--- src/hw/rtl/sha256_pkg.sv ---
// shared types, constants and functions of the sha-256 block hashing engine
`timescale 1ns / 1ps

package sha256_pkg;

  localparam int unsigned WordW     = 32;
  localparam int unsigned ChainN    = 8;
  localparam int unsigned SchedN    = 16;
  localparam int unsigned RoundN    = 64;
  localparam int unsigned WcntW     = $clog2(SchedN);
  localparam int unsigned RcntW     = $clog2(RoundN);
  localparam int unsigned OcntW     = $clog2(ChainN) + 1;

  typedef logic [WordW-1:0] sha256_word_t;
  typedef logic [ChainN-1:0][WordW-1:0] sha256_chain_t;
  typedef logic [SchedN-1:0][WordW-1:0] sha256_sched_t;

  // sequencer states
  typedef enum logic [1:0] {
    ST_IDLE,
    ST_ROUND,
    ST_FINISH
  } sha256_state_t;

  // controls from the sequencer to the schedule and round units
  typedef struct packed {
    logic in_shift;   // message word transfer, shift it into the window
    logic rnd_load;   // load working variables from the chaining state
    logic rnd_step;   // run one round and advance the schedule
  } sha256_ctl_t;

  // standard initial hash value
  localparam sha256_chain_t HASH_INIT = {
    32'h5be0cd19, 32'h1f83d9ab, 32'h9b05688c, 32'h510e527f,
    32'ha54ff53a, 32'h3c6ef372, 32'hbb67ae85, 32'h6a09e667
  };

  // round constants, entry 0 first
  localparam sha256_word_t K_ROUND [RoundN] = '{
    32'h428a2f98, 32'h71374491, 32'hb5c0fbcf, 32'he9b5dba5,
    32'h3956c25b, 32'h59f111f1, 32'h923f82a4, 32'hab1c5ed5,
    32'hd807aa98, 32'h12835b01, 32'h243185be, 32'h550c7dc3,
    32'h72be5d74, 32'h80deb1fe, 32'h9bdc06a7, 32'hc19bf174,
    32'he49b69c1, 32'hefbe4786, 32'h0fc19dc6, 32'h240ca1cc,
    32'h2de92c6f, 32'h4a7484aa, 32'h5cb0a9dc, 32'h76f988da,
    32'h983e5152, 32'ha831c66d, 32'hb00327c8, 32'hbf597fc7,
    32'hc6e00bf3, 32'hd5a79147, 32'h06ca6351, 32'h14292967,
    32'h27b70a85, 32'h2e1b2138, 32'h4d2c6dfc, 32'h53380d13,
    32'h650a7354, 32'h766a0abb, 32'h81c2c92e, 32'h92722c85,
    32'ha2bfe8a1, 32'ha81a664b, 32'hc24b8b70, 32'hc76c51a3,
    32'hd192e819, 32'hd6990624, 32'hf40e3585, 32'h106aa070,
    32'h19a4c116, 32'h1e376c08, 32'h2748774c, 32'h34b0bcb5,
    32'h391c0cb3, 32'h4ed8aa4a, 32'h5b9cca4f, 32'h682e6ff3,
    32'h748f82ee, 32'h78a5636f, 32'h84c87814, 32'h8cc70208,
    32'h90befffa, 32'ha4506ceb, 32'hbef9a3f7, 32'hc67178f2
  };

  // upper-case sigma on a
  function automatic sha256_word_t big_sigma0(input sha256_word_t x);
    return {x[1:0], x[31:2]} ^ {x[12:0], x[31:13]} ^ {x[21:0], x[31:22]};
  endfunction

  // upper-case sigma on e
  function automatic sha256_word_t big_sigma1(input sha256_word_t x);
    return {x[5:0], x[31:6]} ^ {x[10:0], x[31:11]} ^ {x[24:0], x[31:25]};
  endfunction

  // lower-case sigma for w[t-15]
  function automatic sha256_word_t sml_sigma0(input sha256_word_t x);
    return {x[6:0], x[31:7]} ^ {x[17:0], x[31:18]} ^ {3'b000, x[31:3]};
  endfunction

  // lower-case sigma for w[t-2]
  function automatic sha256_word_t sml_sigma1(input sha256_word_t x);
    return {x[16:0], x[31:17]} ^ {x[18:0], x[31:19]} ^ {10'b0, x[31:10]};
  endfunction

endpackage

--- src/hw/rtl/sha256_sched.sv ---
// message schedule: sixteen-word sliding window, one new word per round
`timescale 1ns / 1ps

module sha256_sched (
  input  logic                      clk,
  input  sha256_pkg::sha256_ctl_t   ctl,
  input  sha256_pkg::sha256_word_t  msg_word,
  output sha256_pkg::sha256_word_t  w_cur
);
  import sha256_pkg::*;

  sha256_sched_t win_r;
  sha256_sched_t win_nxt;
  sha256_word_t  w_new;

  // w[t+16] from the window that holds w[t] .. w[t+15]
  assign w_new = sml_sigma1(win_r[14]) + win_r[9] + sml_sigma0(win_r[1]) + win_r[0];

  // shift in either a message word or an expanded word
  always_comb begin
    win_nxt = win_r;
    if (ctl.in_shift) begin
      win_nxt = {msg_word, win_r[SchedN-1:1]};
    end else if (ctl.rnd_step) begin
      win_nxt = {w_new, win_r[SchedN-1:1]};
    end
  end

  always_ff @(posedge clk) begin
    win_r <= win_nxt;
  end

  assign w_cur = win_r[0];

endmodule

--- src/hw/rtl/sha256_round.sv ---
// compression round unit: working variables a..h, one round per cycle
`timescale 1ns / 1ps

module sha256_round (
  input  logic                      clk,
  input  sha256_pkg::sha256_ctl_t   ctl,
  input  sha256_pkg::sha256_chain_t chain,
  input  sha256_pkg::sha256_word_t  k_word,
  input  sha256_pkg::sha256_word_t  w_word,
  output sha256_pkg::sha256_chain_t vars
);
  import sha256_pkg::*;

  sha256_chain_t v_r;
  sha256_chain_t v_nxt;
  sha256_word_t  t1;
  sha256_word_t  t2;
  sha256_word_t  ch;
  sha256_word_t  maj;

  // round function, v_r[0] is a and v_r[7] is h
  assign ch  = (v_r[4] & v_r[5]) ^ (~v_r[4] & v_r[6]);
  assign maj = (v_r[0] & v_r[1]) ^ (v_r[0] & v_r[2]) ^ (v_r[1] & v_r[2]);
  assign t1  = v_r[7] + big_sigma1(v_r[4]) + ch + k_word + w_word;
  assign t2  = big_sigma0(v_r[0]) + maj;

  always_comb begin
    v_nxt = v_r;
    if (ctl.rnd_load) begin
      v_nxt = chain;
    end else if (ctl.rnd_step) begin
      v_nxt[7] = v_r[6];
      v_nxt[6] = v_r[5];
      v_nxt[5] = v_r[4];
      v_nxt[4] = v_r[3] + t1;
      v_nxt[3] = v_r[2];
      v_nxt[2] = v_r[1];
      v_nxt[1] = v_r[0];
      v_nxt[0] = t1 + t2;
    end
  end

  always_ff @(posedge clk) begin
    v_r <= v_nxt;
  end

  assign vars = v_r;

endmodule

--- src/hw/rtl/sha256_block_hash.sv ---
// sha-256 engine top level: sequencer, chaining state and digest output buffer
`timescale 1ns / 1ps

// Takes padded message words one per cycle while in_ready is high, sixteen per
// 512-bit block. The sixteenth word starts the compression, which runs its 64
// rounds one per cycle through the single round unit and then adds into the
// chaining state in the finish state; in_ready stays low from the sixteenth
// word until that add is done. With the final flag on a block's sixteenth word
// the sum goes instead to an output buffer and the chaining state is reset;
// the eight digest words drain on the out_ channel, first word first, while
// the next message is being taken; a later final block waits in its add cycle
// until that buffer is empty. A final flag on any other word is ignored.
module sha256_block_hash (
  input  logic                     clk,
  input  logic                     rst_n,
  input  logic                     in_valid,
  output logic                     in_ready,
  input  sha256_pkg::sha256_word_t in_message_word,
  input  logic                     in_final_word,
  output logic                     out_valid,
  input  logic                     out_ready,
  output sha256_pkg::sha256_word_t out_digest_word,
  output logic                     out_digest_last
);
  import sha256_pkg::*;

  sha256_state_t    state_r;
  sha256_state_t    state_nxt;
  logic [WcntW-1:0] wcnt_r;
  logic [WcntW-1:0] wcnt_nxt;
  logic [RcntW-1:0] rcnt_r;
  logic [RcntW-1:0] rcnt_nxt;
  logic [OcntW-1:0] ocnt_r;
  logic [OcntW-1:0] ocnt_nxt;
  logic             fin_r;
  logic             fin_nxt;
  sha256_chain_t    chain_r;
  sha256_chain_t    chain_nxt;
  sha256_chain_t    dig_r;
  sha256_chain_t    dig_nxt;
  sha256_chain_t    vars;
  sha256_chain_t    sum;
  sha256_word_t     w_cur;
  sha256_ctl_t      ctl;
  logic             in_xfer;
  logic             out_xfer;
  logic             dig_load;

  assign in_ready = (state_r == ST_IDLE);
  assign in_xfer  = in_valid && in_ready;
  assign out_xfer = out_valid && out_ready;

  // unit controls
  assign ctl.in_shift = in_xfer;
  assign ctl.rnd_load = in_xfer && (wcnt_r == WcntW'(SchedN - 1));
  assign ctl.rnd_step = (state_r == ST_ROUND);

  sha256_sched u_sched (
    .clk      (clk),
    .ctl      (ctl),
    .msg_word (in_message_word),
    .w_cur    (w_cur)
  );

  sha256_round u_round (
    .clk    (clk),
    .ctl    (ctl),
    .chain  (chain_r),
    .k_word (K_ROUND[rcnt_r]),
    .w_word (w_cur),
    .vars   (vars)
  );

  // feed-forward add of the compressed block
  always_comb begin
    for (int i = 0; i < ChainN; i++) begin
      sum[i] = chain_r[i] + vars[i];
    end
  end

  // sequencer: next state and counters
  always_comb begin
    state_nxt = state_r;
    wcnt_nxt  = wcnt_r;
    rcnt_nxt  = rcnt_r;
    fin_nxt   = fin_r;
    chain_nxt = chain_r;
    dig_load  = 1'b0;
    case (state_r)
      ST_IDLE: begin
        if (in_xfer) begin
          wcnt_nxt = wcnt_r + 1'b1;
          if (ctl.rnd_load) begin
            fin_nxt   = in_final_word;
            rcnt_nxt  = '0;
            state_nxt = ST_ROUND;
          end
        end
      end
      ST_ROUND: begin
        rcnt_nxt = rcnt_r + 1'b1;
        if (rcnt_r == RcntW'(RoundN - 1)) begin
          state_nxt = ST_FINISH;
        end
      end
      ST_FINISH: begin
        if (!fin_r) begin
          chain_nxt = sum;
          state_nxt = ST_IDLE;
        end else if (ocnt_r == '0) begin
          dig_load  = 1'b1;
          chain_nxt = HASH_INIT;
          state_nxt = ST_IDLE;
        end
      end
      default: begin
        state_nxt = ST_IDLE;
      end
    endcase
  end

  // digest buffer drains one word per transfer
  always_comb begin
    dig_nxt  = dig_r;
    ocnt_nxt = ocnt_r;
    if (dig_load) begin
      dig_nxt  = sum;
      ocnt_nxt = OcntW'(ChainN);
    end else if (out_xfer) begin
      dig_nxt  = {WordW'(0), dig_r[ChainN-1:1]};
      ocnt_nxt = ocnt_r - 1'b1;
    end
  end

  always_ff @(posedge clk) begin
    if (!rst_n) begin
      state_r <= ST_IDLE;
      wcnt_r  <= '0;
      rcnt_r  <= '0;
      ocnt_r  <= '0;
      fin_r   <= 1'b0;
      chain_r <= HASH_INIT;
    end else begin
      state_r <= state_nxt;
      wcnt_r  <= wcnt_nxt;
      rcnt_r  <= rcnt_nxt;
      ocnt_r  <= ocnt_nxt;
      fin_r   <= fin_nxt;
      chain_r <= chain_nxt;
    end
  end

  always_ff @(posedge clk) begin
    dig_r <= dig_nxt;
  end

  assign out_valid       = (ocnt_r != '0);
  assign out_digest_word = dig_r[0];
  assign out_digest_last = (ocnt_r == OcntW'(1));

endmodule

--- config.mk ---
export PLATFORM = sky130hd
export DESIGN_NAME = sha256_block_hash
export DESIGN_NICKNAME = d
export VERILOG_FILES = /design/src/hw/rtl/sha256_pkg.sv /design/src/hw/rtl/sha256_sched.sv /design/src/hw/rtl/sha256_round.sv /design/src/hw/rtl/sha256_block_hash.sv
export SDC_FILE = /design/constraint.sdc
export NUM_CORES = 2
export LEC_CHECK = 0
export BUFFER_PORTS_ARGS = -buffer_cell sky130_fd_sc_hd__clkbuf_2
export CAP_MARGIN = 20
export CORE_UTILIZATION = 35
export DETAILED_ROUTE_END_ITERATION = 12
export PLACE_DENSITY = 0.46
export SYNTH_ARGS = -nofsm -noshare
export SYNTH_HDL_FRONTEND = slang
export SYNTH_SLANG_ARGS = --single-unit
--- constraint.sdc ---
create_clock -name clk -period 18.9 [get_ports clk]
set_input_delay 1.89 -clock clk [delete_from_list [all_inputs] [get_ports clk]]
set_output_delay 1.89 -clock clk [all_outputs]
set_load 0.01 [all_outputs]
After elaboration in Yosys (flattened, before gate mapping)
Memory sizes are Yosys's and may differ from the RTL's.
Cells that the tools add are included.
Word-level totals
  register bits after elaboration: 1297
  memories kept: 1
  input bits: 37
  memory bits (read-only): 2048
  logic and storage cells: 138
  output and inout port bits: 35
Operators by class
  reductions and logical operators: 16
  bitwise operators: 19
  add/sub/neg operators: 21
  equality and inequality tests: 10
  multiplexer cells: 24
  order comparisons: 1
Memories
  (name not given): words 64, width 32, rd ports 1, clocked after Yosys merged registers in 0, wr ports 0, RTL line sha256_block_hash.sv:69  | .k_word (K_ROUND[rcnt_r]),
Operators with widths (number)
  $mux W256: 6
  $mux W512: 2
  $add A32 B32 Y32: 18
  $xor A32 B32 Y32: 9
  $and A32 B32 Y32: 5
  $mux W32: 2
  $not A32 Y32: 1
  $xor A32 B22 Y32: 1
  $xor A32 B29 Y32: 1
  $mux W6: 2
  $pmux W6 S2: 1
  $mux W2: 5
  $mux W4: 2
  $ne A2 B1 Y1 const B: 4
  $reduce_bool A2 Y1: 4
  $ge A7 B7 Y1 const B: 1
  $not A6 Y7: 1
  $add A6 B1 Y6 const B: 1
  $eq A6 B6 Y1 const B: 1
  $pmux W2 S3: 1
  $reduce_and A3 Y1: 2
  $add A4 B1 Y4 const B: 1
  $eq A4 B1 Y1 const B: 1
  $eq A4 B4 Y1 const B: 1
  other kinds (13): 18

Longest topological paths before layout
  word-level depth: 9
  gate-level depth with buffers: 38
  depth with buffers taken out: 36

Cells and area by module
From an unflattened synthesis, not the netlist that was laid out.
Second synthesis, totals
  cells, all modules: 7019
  area, all modules: 75902.8 µm²
By module, submodules not included
  sha256_block_hash: cells an instance 4073, area each 35414.0 µm², instances 1
  sha256_round: cells an instance 1819, area each 20318.2 µm², instances 1
  sha256_sched: cells an instance 1127, area each 20170.6 µm², instances 1

Worst setup path after synthesis
Ideal clock, no wire load.
  path kind: input to register
  start: in in_valid
  end: reg u_sched.win_r (netlist bit u_sched.w_cur[0]), enable pin
  library setup time: 3689 ps
  arrival: 10922 ps
  buffers on the path: 2
  cell stages on the path: 4
  path slack: 4289 ps
  path through: nand2_1 clkbuf_1 clkbuf_1 nand2_1
On the way
  cells in the longest elaborated chain, start to end: 2
Ends and longest elaborated chain
  from (decl): RTL line sha256_block_hash.sv:16  | input logic in_valid,
  $logic_and A1 B1 Y1: RTL line sha256_block_hash.sv:50  | assign in_xfer = in_valid && in_ready;
  $reduce_bool A2 Y1 (no source line)
  to (signal assigned): RTL line sha256_sched.sv:30  | win_r <= win_nxt;
  to (decl): RTL line sha256_sched.sv:12  | sha256_sched_t win_r;
Every way passes these cells.
A chain may end at the register's enable or synchronous reset.

==> results.yml <==
critical_path:
  slowest_stage: "ha_1"
  critPathCaptureType: "register"
  cp_max_fo: 19
  critPathLaunchType: "register"
  cp.arrival_ns: 10.02
  crit_top_cell: "a21oi_1"
  timing_worst_setup_path_type: "reg2reg"
  rrSetupSlack_ns: 9.43
  r2r_cells: 35
  reg2reg_from: "rcnt_r[1]"
  regToRegEndpoint: "u_round.vars[31]"
  max_stage_delay_ns: 0.69
  required_ns: 19.46
route:
  wl_per_cell_um: 25.8
  ant_nets: 0
  wirelength_mm: 254
  drt-pass1-iter-count: 6
  route.detailed.drc: 0
  vias: 53000
  drt_iter0_markers: 4341
  via_per_inst: 5.38
clock_network:
  post_cts_resized: 0
  cts_tree: "yes"
  cts-buffers-inserted: 156
  cts-root-buf: "clkbuf_16"
  clk_path_buf_depth: 3
  clk_pin_slew_ns: 0.06
  ctsHtreeMaxLevel: 4
  clock_sinks: 1297
  postCtsSetupRepairBufs: 0
  ctsHoldBuffers: 0
  insertion_delay_ns: 0.84
die:
  rows: 168
  pin_count: 72
  start_util_pct: 35.2
  die_w_um: 461
  dieHeight_um: 461
  coreArea_sq_um: 210000
  dieArea_sq_um: 213000
synthesis:
  ys_ff_latch: 1297
  ys_types: 92
  synthCells: 6971
  ys.flop_type: "edfxtp_1"
  synth_edf_count: 1024
  syn-cell-area_sq_um: 73800
  syn_area_per_cell_sq_um: 10.6
  synthesis.nets: 7605
  yosys_warnings: 0
  ys_seq_area_share_pct: 49.1
  synthArstFlopShare_pct: 0
sta:
  final_max_slew_viol_count: 0
  period_needed_ns: 9.47
  fmax_ghz: 0.106
  whs_ns: 0.414
  tightest_slew_ns: 1.19
  hold_viol_final: 0
  rsz0062_at_grt: "false"
  setup_viol: 0
  post-route-period-util_pct: 50.1
  relSlewSlack_pct: 20.3
  fin_worst_skew_ns: 0.0466
  setup-tns-final_ns: 0
cells_and_area:
  multi_input_area_sq_um: 35200
  syn2layout_area_growth_pct: 11.3
  num-fill-cells: 20600
  finalNetCount: 7544
  stdcell_count: 9848
  seq_area_sq_um: 36200
  finish.instance_area_sq_um: 82100
  layout-drive-gt1-share_pct: 6.93
flow_run:
  maxCapViolations: 0
hold_path:
  hold_start: "u_sched.win_r[210]"
  whs_endpoint: "u_sched.win_r[178]"
  hp-class: "reg2reg"
  whs_path_depth: 0
global_route:
  grt_max_degree: 168
  first_global_vias: 52400
  grt-ovfl-total: 0
  antenna_found_initial: 6
  grt_usage_pct: 23.7
  grt_first_pass_wirelength_mm: 369
placed_design:
  place.gp.congestion: 0.902
  dpl_cell_area_sq_um: 76800
  io_buffers: 71
  place_inst: 9556
  dp_hpwl_mm: 183
power:
  finalPower_uw: 9740
  powerDensity_nw_per_um2: 119
  worst_ir_drop_vdd_uv: 112
  power.leakage_uw: 0.0318
status:
  status: "finished clean"
==> where the power goes <==
part	internal [uW]	switching, uW
logic	1090	1790
clock network	1750	1320
registers	3620	168
==> metal layers <==
metal  GRT usage, %  share of wire [%]
met1           32.3                 45
met2           39.2                 47
met3           3.10                4.5
met4           6.98                2.8
met5              0              0.011
==> area by class of cell <==
| type | instances | share of cell area [%] |
|---|---|---|
| inverters | 227 | 1.05 |
| flip-flops and latches | 1297 | 44.1 |
| clock inverters | 74 | 1.17 |
| repair buffers | 150 | 1.22 |
| multi-input cells | 5078 | 42.9 |
| clock buffers | 216 | 5.23 |
| diodes | 1 | 0.00305 |
| well taps | 2805 | 4.28 |
==> cells in the mapped netlist, drive strengths merged (55+ instances only) <==
library cell,number,area [sq um]
xnor2,438,3840
nor2b,114,713
nor2,307,1150
inv,225,845
a221o,91,911
ha,401,5020
fa,196,3920
a22oi,64,480
nand2,1405,5270
nand3,64,320
a21oi,415,2080
dfxtp,273,5470
clkbuf,309,1180
edfxtp,1024,30700
a21o,191,1430
xor2,159,1390
and2,55,344
buf,60,378
o21ai,376,1890
==> cells by family (layout without fill, tap and decap cells) <==
kind of cell	after synthesis	after routing	share of synthesized area (%)
xor gates and xnor gates	597	597	7.10
and+or+nand+nor	2168	2168	12.5
AOI/OAI and AO/OA	1620	1620	14.4
DFF	1297	1297	49.1
buffers and inverters	596	667	3.27
other	0	1	0
muxes	75	75	1.23
adders and majority gates	618	618	12.4
==> stage by stage <==
step / setup slack [ns] / util (%)
global route: 8.84 / 39.2
CTS: 9.61 / 39.2
global placement: 9.59 / 36.7
finish: 9.43 / 39.2
floorplan: 4.29 / -
detailed placement: 9.59 / 36.7
==> registers in the layout, indices dropped and copies added, names as in the netlist <==
| register | flops |
|---|---|
| u_round.vars | 256 |
| chain_r | 256 |
| fin_r | 1 |
| out_digest_word | 32 |
| wcnt_r | 4 |
| dig_r | 224 |
| ocnt_r | 4 |
| state_r | 2 |
| u_sched.win_r | 480 |
| rcnt_r | 6 |
| u_sched.w_cur | 32 |
==> cells in the final DEF, fill, tap and decap left out, types with 43 or more instances in the layout <==
cell,count
ha_1,401
clkbuf_1,45
nand3_1,64
o21ai_0,329
and2_1,54
mux2_2,46
nor3_1,48
nor2b_1,113
fa_1,196
edfxtp_1,1024
nand2b_1,51
o21a_1,46
nand2_1,1400
buf_4,75
a22oi_1,64
a21o_1,191
clkbuf_2,70
o21ai_1,45
a21oi_1,413
xor2_1,159
inv_1,223
o211ai_1,45
nor2_1,304
dfxtp_1,270
xnor2_1,437
o21bai_1,50
a31oi_1,47
a211oi_1,43
clkbuf_16,157
a221o_1,91
==> worst max path at each step <==
| stage | from | endpoint | slack, ns | depth (start not counted) |
|---|---|---|---|---|
| after floorplan | in_valid | u_sched.w_cur[0] | 4.29 | 4 |
| after global placement | rcnt_r[1] | u_round.vars[31] | 9.59 | 35 |
| after detailed placement | rcnt_r[1] | u_round.vars[31] | 9.59 | 35 |
| after CTS | rcnt_r[1] | u_round.vars[31] | 9.61 | 35 |
| after global routing | rcnt_r[1] | u_round.vars[31] | 8.84 | 35 |
| final | rcnt_r[1] | u_round.vars[31] | 9.43 | 35 |
==> critical path, delay by kind of cell, from the launching register on <==
family,cells,cell delay [ns]
XOR/XNOR,2,0.63
adder cells (fa/ha/maj),6,2.75
flip-flops,1,0.30
AO/OA/AOI/OAI,18,3.74
AND/OR/NAND/NOR,5,0.95
buffers and inverters,4,0.82
Power figures use the tool's default switching activity.
